### src/hdl/calf_pkg.sv
// shared types, codes and arithmetic helpers for the cascaded all-pole lpc filter
// no dependencies; imported by calf_mac, calf_ctrl and the top level
`timescale 1ns / 1ps

package calf_pkg;

    typedef enum logic [1:0] {
        OP_FILTER = 2'd0,
        OP_COEF   = 2'd1,
        OP_BLEND  = 2'd2,
        OP_NONE   = 2'd3
    } t_op;

    typedef enum logic [3:0] {
        ST_CLEAR,
        ST_IDLE,
        ST_F_RUN,
        ST_F_DRAIN1,
        ST_F_DRAIN2,
        ST_F_FIN,
        ST_F_OUT,
        ST_B_KEEP,
        ST_B_GIVE,
        ST_B_WAIT1,
        ST_B_WAIT2,
        ST_B_WB
    } t_state;

    // operand source for the shared multiplier
    typedef enum logic [1:0] {
        SRC_HIST,
        SRC_KEEP,
        SRC_GIVE
    } t_src;

    // history ram write data select
    typedef enum logic [1:0] {
        HW_ZERO,
        HW_SHIFT,
        HW_Y
    } t_hw_sel;

    typedef struct packed {
        logic mul_en;
        logic sub;
        t_src src;
    } t_mul_ctl;

    typedef struct packed {
        logic load;
        logic blend;
    } t_acc_ctl;

    typedef struct packed {
        logic    en;
        t_hw_sel sel;
    } t_hw_ctl;

    localparam logic [15:0]        DECAY_RESET = 16'd39322;
    localparam logic [16:0]        ONE_Q16     = 17'h10000;
    localparam logic signed [63:0] ROUND_HALF  = 64'sd32768;

    function automatic logic [16:0] blend_give(input logic [15:0] keep);
        return ONE_Q16 - {1'b0, keep};
    endfunction

    // round half up at bit 16, then clamp to the signed 32-bit range
    function automatic logic signed [31:0] round_sat32(input logic signed [63:0] acc);
        logic signed [63:0] v;
        logic        [47:0] q;
        logic signed [31:0] res;
        v = acc + ROUND_HALF;
        q = v[63:16];
        if ((&q[47:31]) || !(|q[47:31])) begin
            res = q[31:0];
        end else if (q[47]) begin
            res = 32'sh8000_0000;
        end else begin
            res = 32'sh7FFF_FFFF;
        end
        return res;
    endfunction

endpackage

### src/hdl/calf_ram.sv
// generic simple dual-port ram: one write port, one registered read port
// no dependencies
`timescale 1ns / 1ps

module calf_ram #(
    parameter int WIDTH = 32,
    parameter int DEPTH = 32,
    localparam int AW   = (DEPTH > 1) ? $clog2(DEPTH) : 1
) (
    input  logic             i_clk,
    input  logic             i_wr_en,
    input  logic [AW-1:0]    i_wr_addr,
    input  logic [WIDTH-1:0] i_wr_data,
    input  logic             i_rd_en,
    input  logic [AW-1:0]    i_rd_addr,
    output logic [WIDTH-1:0] o_rd_data
);

    logic [WIDTH-1:0] r_mem [DEPTH];
    logic [WIDTH-1:0] r_rd_data;

    always_ff @(posedge i_clk) begin
        if (i_wr_en) begin
            r_mem[i_wr_addr] <= i_wr_data;
        end
        if (i_rd_en) begin
            r_rd_data <= r_mem[i_rd_addr];
        end
    end

    assign o_rd_data = r_rd_data;

endmodule

### src/hdl/calf_mac.sv
// shared multiply-accumulate unit: registered 24x32 signed product into a 64-bit accumulator
// depends on calf_pkg
`timescale 1ns / 1ps

module calf_mac (
    input  logic                i_clk,
    input  logic                i_rst_n,
    input  calf_pkg::t_mul_ctl  i_mul,
    input  logic signed [23:0]  i_a,
    input  logic signed [31:0]  i_b,
    input  calf_pkg::t_acc_ctl  i_acc,
    input  logic signed [31:0]  i_x,
    output logic signed [63:0]  o_acc
);

    import calf_pkg::*;

    logic signed [55:0] r_prod;
    logic               r_prod_vld;
    logic               r_prod_sub;
    logic signed [63:0] r_acc;
    logic signed [63:0] n_acc;
    logic signed [63:0] prod_ext;
    logic signed [63:0] init;

    assign prod_ext = {{8{r_prod[55]}}, r_prod};
    assign init     = i_acc.blend ? ROUND_HALF : {{16{i_x[31]}}, i_x, 16'h0000};

    always_comb begin
        n_acc = r_acc;
        if (i_acc.load) begin
            n_acc = init;
        end else if (r_prod_vld) begin
            n_acc = r_prod_sub ? (r_acc - prod_ext) : (r_acc + prod_ext);
        end
    end

    always_ff @(posedge i_clk) begin
        if (!i_rst_n) begin
            r_prod_vld <= 1'b0;
        end else begin
            r_prod_vld <= i_mul.mul_en;
        end
    end

    always_ff @(posedge i_clk) begin
        r_prod     <= i_a * i_b;
        r_prod_sub <= i_mul.sub;
        r_acc      <= n_acc;
    end

    assign o_acc = r_acc;

    // a reload must never drop a product that is still on its way
    a_load_no_pending: assert property (@(posedge i_clk) disable iff (!i_rst_n)
        i_acc.load |-> !r_prod_vld)
        else $error("accumulator reloaded with a product pending");

endmodule

### src/hdl/calf_ctrl.sv
// sequencer: clearing sweep, per-pass tap loop and coefficient blend loop
// depends on calf_pkg; drives the history ram and the shared mac
`timescale 1ns / 1ps

module calf_ctrl #(
    parameter int ORDER   = 16,
    parameter int PASSES  = 2,
    localparam int DEPTH  = PASSES * ORDER,
    localparam int AW     = (DEPTH > 1) ? $clog2(DEPTH) : 1,
    localparam int KW     = (ORDER > 1) ? $clog2(ORDER) : 1
) (
    input  logic               i_clk,
    input  logic               i_rst_n,
    input  logic               i_valid,
    input  calf_pkg::t_op      i_op,
    input  logic               i_out_free,
    output logic               o_ready,
    output logic               o_rd_en,
    output logic [AW-1:0]      o_rd_addr,
    output calf_pkg::t_hw_ctl  o_hw,
    output logic [AW-1:0]      o_wr_addr,
    output calf_pkg::t_mul_ctl o_mul,
    output logic [KW-1:0]      o_mul_k,
    output calf_pkg::t_acc_ctl o_acc,
    output logic               o_x_load,
    output logic               o_out_load,
    output logic               o_cur_wr,
    output logic [KW-1:0]      o_k
);

    import calf_pkg::*;

    localparam int PW = (PASSES > 1) ? $clog2(PASSES) : 1;

    t_state        r_state, n_state;
    logic [KW-1:0] r_k, n_k;
    logic [PW-1:0] r_pass, n_pass;
    logic [AW-1:0] r_base, n_base;
    logic [AW-1:0] r_clr, n_clr;
    logic          r_s1_vld;
    t_src          r_s1_src;
    logic [KW-1:0] r_s1_k;
    logic [AW-1:0] r_s1_addr;
    logic          issue;
    t_src          issue_src;
    logic          last_pass;

    assign last_pass = (r_pass == PW'(PASSES - 1));

    // next state
    always_comb begin
        n_state = r_state;
        unique case (r_state)
            ST_CLEAR: begin
                if (r_clr == AW'(DEPTH - 1)) n_state = ST_IDLE;
            end
            ST_IDLE: begin
                if (i_valid) begin
                    unique case (i_op) inside
                        OP_FILTER:       n_state = ST_F_RUN;
                        OP_BLEND:        n_state = ST_B_KEEP;
                        OP_COEF, OP_NONE: n_state = ST_IDLE;
                        default:         n_state = ST_IDLE;
                    endcase
                end
            end
            ST_F_RUN: begin
                if (r_k == '0) n_state = ST_F_DRAIN1;
            end
            ST_F_DRAIN1: n_state = ST_F_DRAIN2;
            ST_F_DRAIN2: n_state = ST_F_FIN;
            ST_F_FIN:    n_state = last_pass ? ST_F_OUT : ST_F_RUN;
            ST_F_OUT: begin
                if (i_out_free) n_state = ST_IDLE;
            end
            ST_B_KEEP:   n_state = ST_B_GIVE;
            ST_B_GIVE:   n_state = ST_B_WAIT1;
            ST_B_WAIT1:  n_state = ST_B_WAIT2;
            ST_B_WAIT2:  n_state = ST_B_WB;
            ST_B_WB:     n_state = (r_k == KW'(ORDER - 1)) ? ST_IDLE : ST_B_KEEP;
            default:     n_state = ST_IDLE;
        endcase
    end

    // counters
    always_comb begin
        n_k    = r_k;
        n_pass = r_pass;
        n_base = r_base;
        n_clr  = r_clr;
        unique case (r_state)
            ST_CLEAR: n_clr = r_clr + AW'(1);
            ST_IDLE: begin
                n_k    = (i_op == OP_BLEND) ? '0 : KW'(ORDER - 1);
                n_pass = '0;
                n_base = '0;
            end
            ST_F_RUN: begin
                if (r_k != '0) n_k = r_k - KW'(1);
            end
            ST_F_FIN: begin
                n_k    = KW'(ORDER - 1);
                n_pass = r_pass + PW'(1);
                n_base = r_base + AW'(ORDER);
            end
            ST_B_WB: n_k = r_k + KW'(1);
            default: ;
        endcase
    end

    // outputs
    always_comb begin
        o_ready    = (r_state == ST_IDLE);
        issue      = 1'b0;
        issue_src  = SRC_HIST;
        o_rd_en    = 1'b0;
        o_rd_addr  = r_base + AW'(r_k);
        o_hw.en    = 1'b0;
        o_hw.sel   = HW_ZERO;
        o_wr_addr  = r_clr;
        o_acc.load = 1'b0;
        o_acc.blend = 1'b0;
        o_x_load   = 1'b0;
        o_out_load = 1'b0;
        o_cur_wr   = 1'b0;
        unique case (r_state)
            ST_CLEAR: o_hw.en = 1'b1;
            ST_F_RUN: begin
                issue      = 1'b1;
                o_rd_en    = 1'b1;
                o_acc.load = (r_k == KW'(ORDER - 1));
            end
            ST_F_FIN: begin
                o_hw.en   = 1'b1;
                o_hw.sel  = HW_Y;
                o_wr_addr = r_base;
                o_x_load  = 1'b1;
            end
            ST_F_OUT: o_out_load = i_out_free;
            ST_B_KEEP: begin
                issue       = 1'b1;
                issue_src   = SRC_KEEP;
                o_acc.load  = 1'b1;
                o_acc.blend = 1'b1;
            end
            ST_B_GIVE: begin
                issue     = 1'b1;
                issue_src = SRC_GIVE;
            end
            ST_B_WB: o_cur_wr = 1'b1;
            default: ;
        endcase
        // tap k moves one place down the history as it passes the multiplier
        if (r_s1_vld && (r_s1_src == SRC_HIST) && (r_s1_k != KW'(ORDER - 1))) begin
            o_hw.en   = 1'b1;
            o_hw.sel  = HW_SHIFT;
            o_wr_addr = r_s1_addr + AW'(1);
        end
        o_mul.mul_en = r_s1_vld;
        o_mul.sub    = (r_s1_src == SRC_HIST);
        o_mul.src    = r_s1_src;
        o_mul_k      = r_s1_k;
        o_k          = r_k;
    end

    always_ff @(posedge i_clk) begin
        if (!i_rst_n) begin
            r_state  <= ST_CLEAR;
            r_k      <= '0;
            r_pass   <= '0;
            r_base   <= '0;
            r_clr    <= '0;
            r_s1_vld <= 1'b0;
            r_s1_src <= SRC_HIST;
        end else begin
            r_state  <= n_state;
            r_k      <= n_k;
            r_pass   <= n_pass;
            r_base   <= n_base;
            r_clr    <= n_clr;
            r_s1_vld <= issue;
            r_s1_src <= issue_src;
        end
    end

    always_ff @(posedge i_clk) begin
        r_s1_k    <= r_k;
        r_s1_addr <= o_rd_addr;
    end

    a_no_rw_collision: assert property (@(posedge i_clk) disable iff (!i_rst_n)
        (o_hw.en && o_rd_en) |-> (o_wr_addr != o_rd_addr))
        else $error("history read and write hit the same entry");

    a_fin_after_drain: assert property (@(posedge i_clk) disable iff (!i_rst_n)
        (r_state == ST_F_FIN) |-> (!r_s1_vld && !o_mul.mul_en))
        else $error("pass finished while a tap was still in flight");

endmodule

### src/hdl/cascaded_all_pole_lpc_filter.sv
// top level: cascaded all-pole lpc synthesis filter with coefficient blending
// depends on calf_pkg, calf_ram, calf_mac and calf_ctrl
//
//   channel   direction  handshake                  payload
//   input     in         i_valid / o_ready          i_op, i_coef_index, i_coef_value, i_sample
//   result    out        o_valid / i_ready          o_filtered_sample
//   config    in         i_cfg_valid / o_cfg_ready  i_cfg_blend_decay
//
// each filter pass runs one multiply-accumulate per tap on the shared 24x32 mac, then a
// pipeline tail through the drain and finish states; a blend steps each coefficient
// through keep, give, wait and write-back states; coefficient writes and unused ops leave
// the sequencer idle; after reset the history ram is swept to zero, o_ready low
// one result register decouples the output; the sequencer waits only if full and i_ready low
`timescale 1ns / 1ps

module cascaded_all_pole_lpc_filter #(
    parameter int ORDER  = 16,
    parameter int PASSES = 2
) (
    input  logic               i_clk,
    input  logic               i_rst_n,
    input  logic               i_valid,
    output logic               o_ready,
    input  logic [1:0]         i_op,
    input  logic [3:0]         i_coef_index,
    input  logic signed [23:0] i_coef_value,
    input  logic signed [15:0] i_sample,
    output logic               o_valid,
    input  logic               i_ready,
    output logic signed [31:0] o_filtered_sample,
    input  logic               i_cfg_valid,
    output logic               o_cfg_ready,
    input  logic [15:0]        i_cfg_blend_decay
);

    import calf_pkg::*;

    localparam int DEPTH = PASSES * ORDER;
    localparam int AW    = (DEPTH > 1) ? $clog2(DEPTH) : 1;
    localparam int KW    = (ORDER > 1) ? $clog2(ORDER) : 1;

    logic               accept;
    t_op                op;
    logic               out_free;
    logic               rd_en;
    logic [AW-1:0]      rd_addr;
    logic [31:0]        rd_data;
    t_hw_ctl            hw;
    logic [AW-1:0]      wr_addr;
    logic [31:0]        wr_data;
    t_mul_ctl           mul;
    logic [KW-1:0]      mul_k;
    t_acc_ctl           acc_ctl;
    logic               x_load;
    logic               out_load;
    logic               cur_wr;
    logic [KW-1:0]      k;
    logic signed [23:0] mul_a;
    logic signed [31:0] mul_b;
    logic signed [63:0] acc;
    logic signed [31:0] y_sat;

    logic [15:0]        r_decay;
    logic signed [23:0] r_cur [ORDER];
    logic signed [23:0] r_tgt [ORDER];
    logic signed [31:0] r_x;
    logic               r_out_vld;
    logic signed [31:0] r_out;

    assign op       = t_op'(i_op);
    assign accept   = i_valid && o_ready;
    assign out_free = !r_out_vld || i_ready;
    assign y_sat    = round_sat32(acc);

    calf_ctrl #(
        .ORDER  (ORDER),
        .PASSES (PASSES)
    ) u_ctrl (
        .i_clk      (i_clk),
        .i_rst_n    (i_rst_n),
        .i_valid    (i_valid),
        .i_op       (op),
        .i_out_free (out_free),
        .o_ready    (o_ready),
        .o_rd_en    (rd_en),
        .o_rd_addr  (rd_addr),
        .o_hw       (hw),
        .o_wr_addr  (wr_addr),
        .o_mul      (mul),
        .o_mul_k    (mul_k),
        .o_acc      (acc_ctl),
        .o_x_load   (x_load),
        .o_out_load (out_load),
        .o_cur_wr   (cur_wr),
        .o_k        (k)
    );

    always_comb begin
        case (hw.sel)
            HW_SHIFT: wr_data = rd_data;
            HW_Y:     wr_data = y_sat;
            default:  wr_data = '0;
        endcase
    end

    calf_ram #(
        .WIDTH (32),
        .DEPTH (DEPTH)
    ) u_hist_ram (
        .i_clk     (i_clk),
        .i_wr_en   (hw.en),
        .i_wr_addr (wr_addr),
        .i_wr_data (wr_data),
        .i_rd_en   (rd_en),
        .i_rd_addr (rd_addr),
        .o_rd_data (rd_data)
    );

    // operand select for the shared multiplier
    always_comb begin
        mul_a = (mul.src == SRC_GIVE) ? r_tgt[mul_k] : r_cur[mul_k];
        case (mul.src)
            SRC_HIST: mul_b = $signed(rd_data);
            SRC_KEEP: mul_b = $signed({16'h0000, r_decay});
            SRC_GIVE: mul_b = $signed({15'h0000, blend_give(r_decay)});
            default:  mul_b = '0;
        endcase
    end

    calf_mac u_mac (
        .i_clk   (i_clk),
        .i_rst_n (i_rst_n),
        .i_mul   (mul),
        .i_a     (mul_a),
        .i_b     (mul_b),
        .i_acc   (acc_ctl),
        .i_x     (r_x),
        .o_acc   (acc)
    );

    always_ff @(posedge i_clk) begin
        if (!i_rst_n) begin
            r_decay <= DECAY_RESET;
        end else if (i_cfg_valid) begin
            r_decay <= i_cfg_blend_decay;
        end
    end

    assign o_cfg_ready = 1'b1;

    always_ff @(posedge i_clk) begin
        if (!i_rst_n) begin
            for (int i = 0; i < ORDER; i++) begin
                r_cur[i] <= '0;
                r_tgt[i] <= '0;
            end
        end else begin
            if (accept && (op == OP_COEF) && (int'(i_coef_index) < ORDER)) begin
                r_tgt[KW'(i_coef_index)] <= i_coef_value;
            end
            // blend result fits 24 bits, so the low 40 accumulator bits carry it
            if (cur_wr) begin
                r_cur[k] <= acc[39:16];
            end
        end
    end

    always_ff @(posedge i_clk) begin
        if (accept) begin
            r_x <= {{16{i_sample[15]}}, i_sample};
        end else if (x_load) begin
            r_x <= y_sat;
        end
        if (out_load) begin
            r_out <= r_x;
        end
    end

    always_ff @(posedge i_clk) begin
        if (!i_rst_n) begin
            r_out_vld <= 1'b0;
        end else if (out_load) begin
            r_out_vld <= 1'b1;
        end else if (i_ready) begin
            r_out_vld <= 1'b0;
        end
    end

    assign o_valid           = r_out_vld;
    assign o_filtered_sample = r_out;

    a_no_result_overwrite: assert property (@(posedge i_clk) disable iff (!i_rst_n)
        out_load |-> (!r_out_vld || i_ready))
        else $error("result register overwritten before transfer");

endmodule
### config.mk
export PLATFORM = sky130hd
export DESIGN_NAME = cascaded_all_pole_lpc_filter
export DESIGN_NICKNAME = d
export VERILOG_FILES = /design/src/hdl/calf_pkg.sv /design/src/hdl/calf_ram.sv /design/src/hdl/calf_mac.sv /design/src/hdl/calf_ctrl.sv /design/src/hdl/cascaded_all_pole_lpc_filter.sv
export SDC_FILE = /design/constraint.sdc
export NUM_CORES = 2
export LEC_CHECK = 0
export ABC_CLOCK_PERIOD_IN_PS = 11200
export BUFFER_PORTS_ARGS = -buffer_cell sky130_fd_sc_hd__buf_2
export CORE_MARGIN = 3
export CORE_UTILIZATION = 45
export DETAILED_ROUTE_END_ITERATION = 12
export PLACE_DENSITY_LB_ADDON = 0.25
export SYNTH_ARGS = -nofsm -noshare
export SYNTH_HDL_FRONTEND = slang
export SYNTH_SLANG_ARGS = --single-unit
### constraint.sdc
create_clock -name i_clk -period 11.2 [get_ports i_clk]
set_input_delay 3.36 -clock i_clk [delete_from_list [all_inputs] [get_ports i_clk]]
set_output_delay 3.36 -clock i_clk [all_outputs]
set_load 0.01 [all_outputs]
# After elaboration in Yosys (flattened, before gate mapping)
# Memories as Yosys holds them, arrays and structs flattened. A register that Yosys moved wholly into a read port is not among the register bits.
# Cells that the tools add are included.
[word_totals]
mem_bits_rw = 1792
mem_count = 3
inputBits = 67
reg_bits = 234
latchBits = 0
wordCells = 137
out_inout_bits = 35
mem_bits_ro = 0
[memory_table]
columns = ["name", "words", "width", "read_ports", "rd_clocked_by_memory_dff", "write_ports", "line", "source"]
rows = [
  ["u_hist_ram.r_mem", 32, 32, 1, 1, 1, "calf_ram.sv:19", "logic [WIDTH-1:0] r_mem [DEPTH];"],
  ["r_cur", 16, 24, 1, 1, 16, "cascaded_all_pole_lpc_filter.sv:64", "logic signed [23:0] r_cur [ORDER];"],
  ["r_tgt", 16, 24, 1, 1, 16, "cascaded_all_pole_lpc_filter.sv:65", "logic signed [23:0] r_tgt [ORDER];"],
]
[op_classes]
multipliers = 1
shifts = 0
n_mux = 54
n_eq_ne = 25
n_div = 0
magnitude_cmp = 0
bitwise_logic = 0
n_addsub = 11
n_reduce_logical = 26
[ops]
columns = ["op", "n"]
rows = [
  ["$mux 64", 4],
  ["$mux 32", 4],
  ["$pmux 32 s3", 1],
  ["$mux 24", 3],
  ["$add 64x17->64 const B", 1],
  ["$add 64x56->64", 1],
  ["$pmux 32 s2", 1],
  ["$sub 64x56->64", 1],
  ["$mul 24x32->56", 1],
  ["$pmux 4 s12", 1],
  ["$reduce_or 24->1", 2],
  ["$mux 4", 8],
  ["$eq 4x4->1 const B", 5],
  ["$mux 1", 20],
  ["$reduce_and 17->1", 1],
  ["$reduce_or 17->1", 1],
  ["$sub 17x16->17 const A", 1],
  ["$eq 4x3->1 const B", 4],
  ["$pmux 4 s4", 1],
  ["$add 5x1->5 const B", 2],
  ["$mux 5", 2],
  ["$pmux 5 s2", 1],
  ["$mux 3", 3],
  ["$eq 4x2->1 const B", 2],
  ["27 further kinds", 46],
]

# Longest topological paths before layout
[depth]
depth_word = 8
mapped_depth = 37
ltp_nobuf = 36

# Modules after synthesis
# From an unflattened synthesis, not the netlist that was laid out.
[hier_totals]
cells_unflattened = 9078
area_unflattened_um2 = 117716.6
[by_module_without_submodules]
columns = ["module", "seq_area_each_um2", "cells_per_inst", "instances", "area_per_inst_um2"]
rows = [
  ["calf_ram", 31710.4, 2260, 1, 40811.6],
  ["cascaded_all_pole_lpc_filter", 25324.3, 2760, 1, 40217.3],
  ["calf_mac", 3083.0, 3875, 1, 35166.2],
  ["calf_ctrl", 520.5, 183, 1, 1521.5],
]

# Least setup slack after synthesis
# OpenSTA, ideal clock, no wires.
[synth_timing]
path_type = "register to register"
start = "register u_ctrl.o_mul_k[0] (netlist name)"
end = "register u_mac.r_prod[50]"
path_stages_with_launch = 31
setup_time_ps = 63
t_arrival_ps = 9957
slack_ps = 1181
required_ps = 11137
synth_period_minus_slack_ps = 10019
n_path_buf = 5
cell_sequence = "dfxtp_1 > clkbuf_1 > buf_2 > buf_1 > buf_2 > mux4_2 > mux4_2 > mux2i_1 > clkbuf_1 > nor2_1 > fa_1 > fa_1 > inv_1 > fa_1 > fa_1 > fa_1 > inv_1 > fa_1 > inv_1 > fa_1 > inv_1 > ha_1 > nand2_1 > nor3_1 > nand3_1 > or4b_2 > a2bb2oi_1 > o21ai_0 > a211oi_1 > or4b_2 > nand3_1"
[synth_lines]
columns = ["item", "line", "source"]
rows = [
  ["to (signal assigned)", "calf_mac.sv:47", "r_prod <= i_a * i_b;"],
  ["to (decl)", "calf_mac.sv:18", "logic signed [55:0] r_prod;"],
]

# Final worst setup path
[layout_timing]
start = "register r_decay[0]"
end = "register u_mac.r_prod[52]"
[layout_via]
elab_chain_len = 3
[layout_rtl]
columns = ["item", "line", "source"]
rows = [
  ["from (decl)", "cascaded_all_pole_lpc_filter.sv:63", "logic [15:0] r_decay;"],
  ["from (signal assigned)", "cascaded_all_pole_lpc_filter.sv:145", "r_decay <= i_cfg_blend_decay;"],
  ["$sub 17x16->17", "calf_pkg.sv:64", "return ONE_Q16 - {1'b0, keep};"],
  ["$pmux 32 s3 (*)", "cascaded_all_pole_lpc_filter.sv:122", "case (mul.src)"],
  ["$mul 24x32->56 (*)", "calf_mac.sv:47", ""],
]
# Mark *: on every way between the ends. The rest lies on a longest branch, timed or not.
# A chain may end at the register's enable or synchronous reset.

==> flow_summary.ini <==
[status]
status = complete, but fails checks
violations = capacitance limit

[die]
coreArea_um2 = 255000
rows = 185
dieArea_um2 = 264000
die_h_um = 514
fp.dieW_um = 514
io_pins = 102
start_util = 0.455

[setup_path]
crit_family = simple AND/OR/NAND/NOR gates
crit_fanout = 11
end_kind = flop
critPathKind = reg -> reg
cpPeakStageDelay_ns = 0.61
start_kind = flop
crit_buf_inv = 5
critPathRequiredTime_ns = 11.89
critPathArrivalTime_ns = 11.37
path_common_cell = fa_1
crit_slowest_cell = or4b_2

[final_layout]
multiInputGateArea_um2 = 50900
final_core_util = 0.505
syn_to_final_growth_pct = 11.1
mostFrequentLayoutCells = 1,952 x edfxtp_1, 864 x inv_1, 788 x and2_1, 785 x fa_1, 715 x nand2_1
finalNonFillerCells = 12100
post_route_cells_drive_above_1_share = 0.167
final_common_cell = edfxtp_1
nets = 9562
fillerInstances = 21500
regArea_um2 = 60700

[logic_synthesis]
synthesis.area_um2 = 116000
synth_seq_cells = 2052
synth-edff-count = 1952
synth_fa_ha_area_frac = 0.159
yosysTopAreaCell = edfxtp_1
synth_cell_types = 85
synth.area.top_cells = edfxtp_1 50%, fa_1 14%, mux4_2 11%, and2_1 4.2%, inv_1 2.8%
synthSimpleGateAreaFrac = 0.102
synth_top_family_by_area = adder cells
async_flop_share = 0
avgSynthCellArea_um2 = 13.8
synth_compound_area_frac = 0.0409
syn_nets = 9481
yosysWarningCount = 0
ys.flop_type = edfxtp_1
netlist_instances = 8408
post-synth-top-area-fraction = 0.505
ys_seq_area_frac = 0.522
muxShareOfSynthArea = 0.114
synth_xor_area_frac = 0.0164

[clock_network]
clkTransAtPathRegs_ns = 0.06
ctsResizeCount = 0
cts_sinks = 2052
htreeDepth = 4
cts_buffers = 215
ctsHoldBuffers = 0
clockRootBuffer = clkbuf_16
clock_latency_ns = 0.85
cts_buffer_depth = 3
postCtsSetupBuffers = 0
cts_tree = done

[timing]
setup_viol = 0
min_period_ns = 10.68
clock_skew_ns = 0.0682
setup_tns_ns = 0
slew_headroom = 0.00701
fmax_mhz = 93.6
maxSlewViolCount = 0
finalCritPeriodShare = 0.954
worst_slew_pin_slew_ns = 1.48
rsz0062_at_grt = no
worst_slack_ns = 0.518
finalHoldViolations = 0

[place]
dp_hpwl_um = 237000
dp_slack_ns = 0.379
portBuffers = 100
placed_cells = 11600
gp_congestion = 0.976

[grt]
grt_max_degree = 68
globalRouteOverflowTotal = 0
grt_pass1_vias = 73700
grt_pass1_wl_um = 512000
grt_usage = 0.267
antenna_found_initial = 21

[run]
cap_violations = 1

[route]
viasPerCell = 5.87
drtPass1Iterations = 8
ant_nets = 0
drc = 0
routed-via-count = 70700
drtIter0Drc = 7942
wl_per_cell_um = 29.0
drt_wl_total_um = 350000

[hold_path]
hp-class = reg -> reg
==> metrics by stage <==
step	cell area [µm²]	hold slack, ns
after floorplan	116000	0.329
after global placement	122000	0.444
after detailed placement	122000	0.457
after CTS	129000	0.473
after global routing	129000	0.487
final	129000	0.480
==> synth_stat cells (all sizes together) (103+ instances only) <==
cell type  number
edfxtp       1952
inv           865
and2          789
fa            785
nand2         716
mux4          560
nor2          521
clkbuf        415
ha            221
a21oi         217
o21ai         175
xnor2         141
buf           103
==> final timing paths <==
kind,cells after the start,endpoint,slack [ns],start
setup / recovery,32,u_mac.r_prod[52],0.52,r_decay[0]
hold reg to reg,0,o_filtered_sample[1],0.48,r_x[1]
hold / removal,0,o_filtered_sample[1],0.48,r_x[1]
setup reg to reg,32,u_mac.r_prod[52],0.52,r_decay[0]
==> flip-flops by register name, summed over array words and instances, names as in the netlist, 2 cells and up <==
name / cells
r_x: 32
r_tgt: 384
o_filtered_sample: 32
u_ctrl.o_k: 4
u_ctrl.r_s1_addr: 3
u_mac.r_prod: 56
u_mac.o_acc: 64
u_ctrl.r_s1_src: 2
u_ctrl.r_clr: 5
u_hist_ram.r_mem: 1024
u_hist_ram.o_rd_data: 32
r_decay: 16
u_ctrl.o_mul_k: 4
u_ctrl.r_state: 4
r_cur: 384
==> cell type report <==
type,instances,share of cell area
timing repair buffer,382,0.0214
inverter,866,0.0252
sequential,2052,0.470
clock buffer,269,0.0443
antenna,15,0.000291
multi-input combinational,4972,0.395
tap,3366,0.0327
clock inverter,131,0.0110
==> layer usage <==
metal  wire (µm)  track usage  share of wire  vias to the layer above
met4       19500        0.126          0.056                        2
met2      164000        0.423           0.47                     3112
met3       26200       0.0422          0.075                      664
met5          14            0       0.000040                        -
met1      140000        0.364           0.40                    37200
li1            -            -              -                    29700
==> cell families (layout without fill, tap and decap cells) <==
kind of cell / Yosys count / after routing
muxes: 619 / 619
DFF: 2052 / 2052
adders and majority gates: 1006 / 1006
xor gates and xnor gates: 217 / 217
and+or+nand+nor: 2382 / 2382
other: 1 / 16
buffers and inverters: 1384 / 1648
AOI/OAI and AO/OA: 747 / 747
Power is not shown: default switching activity piles up to over one toggle a cycle in this logic, so the estimate is an artifact.
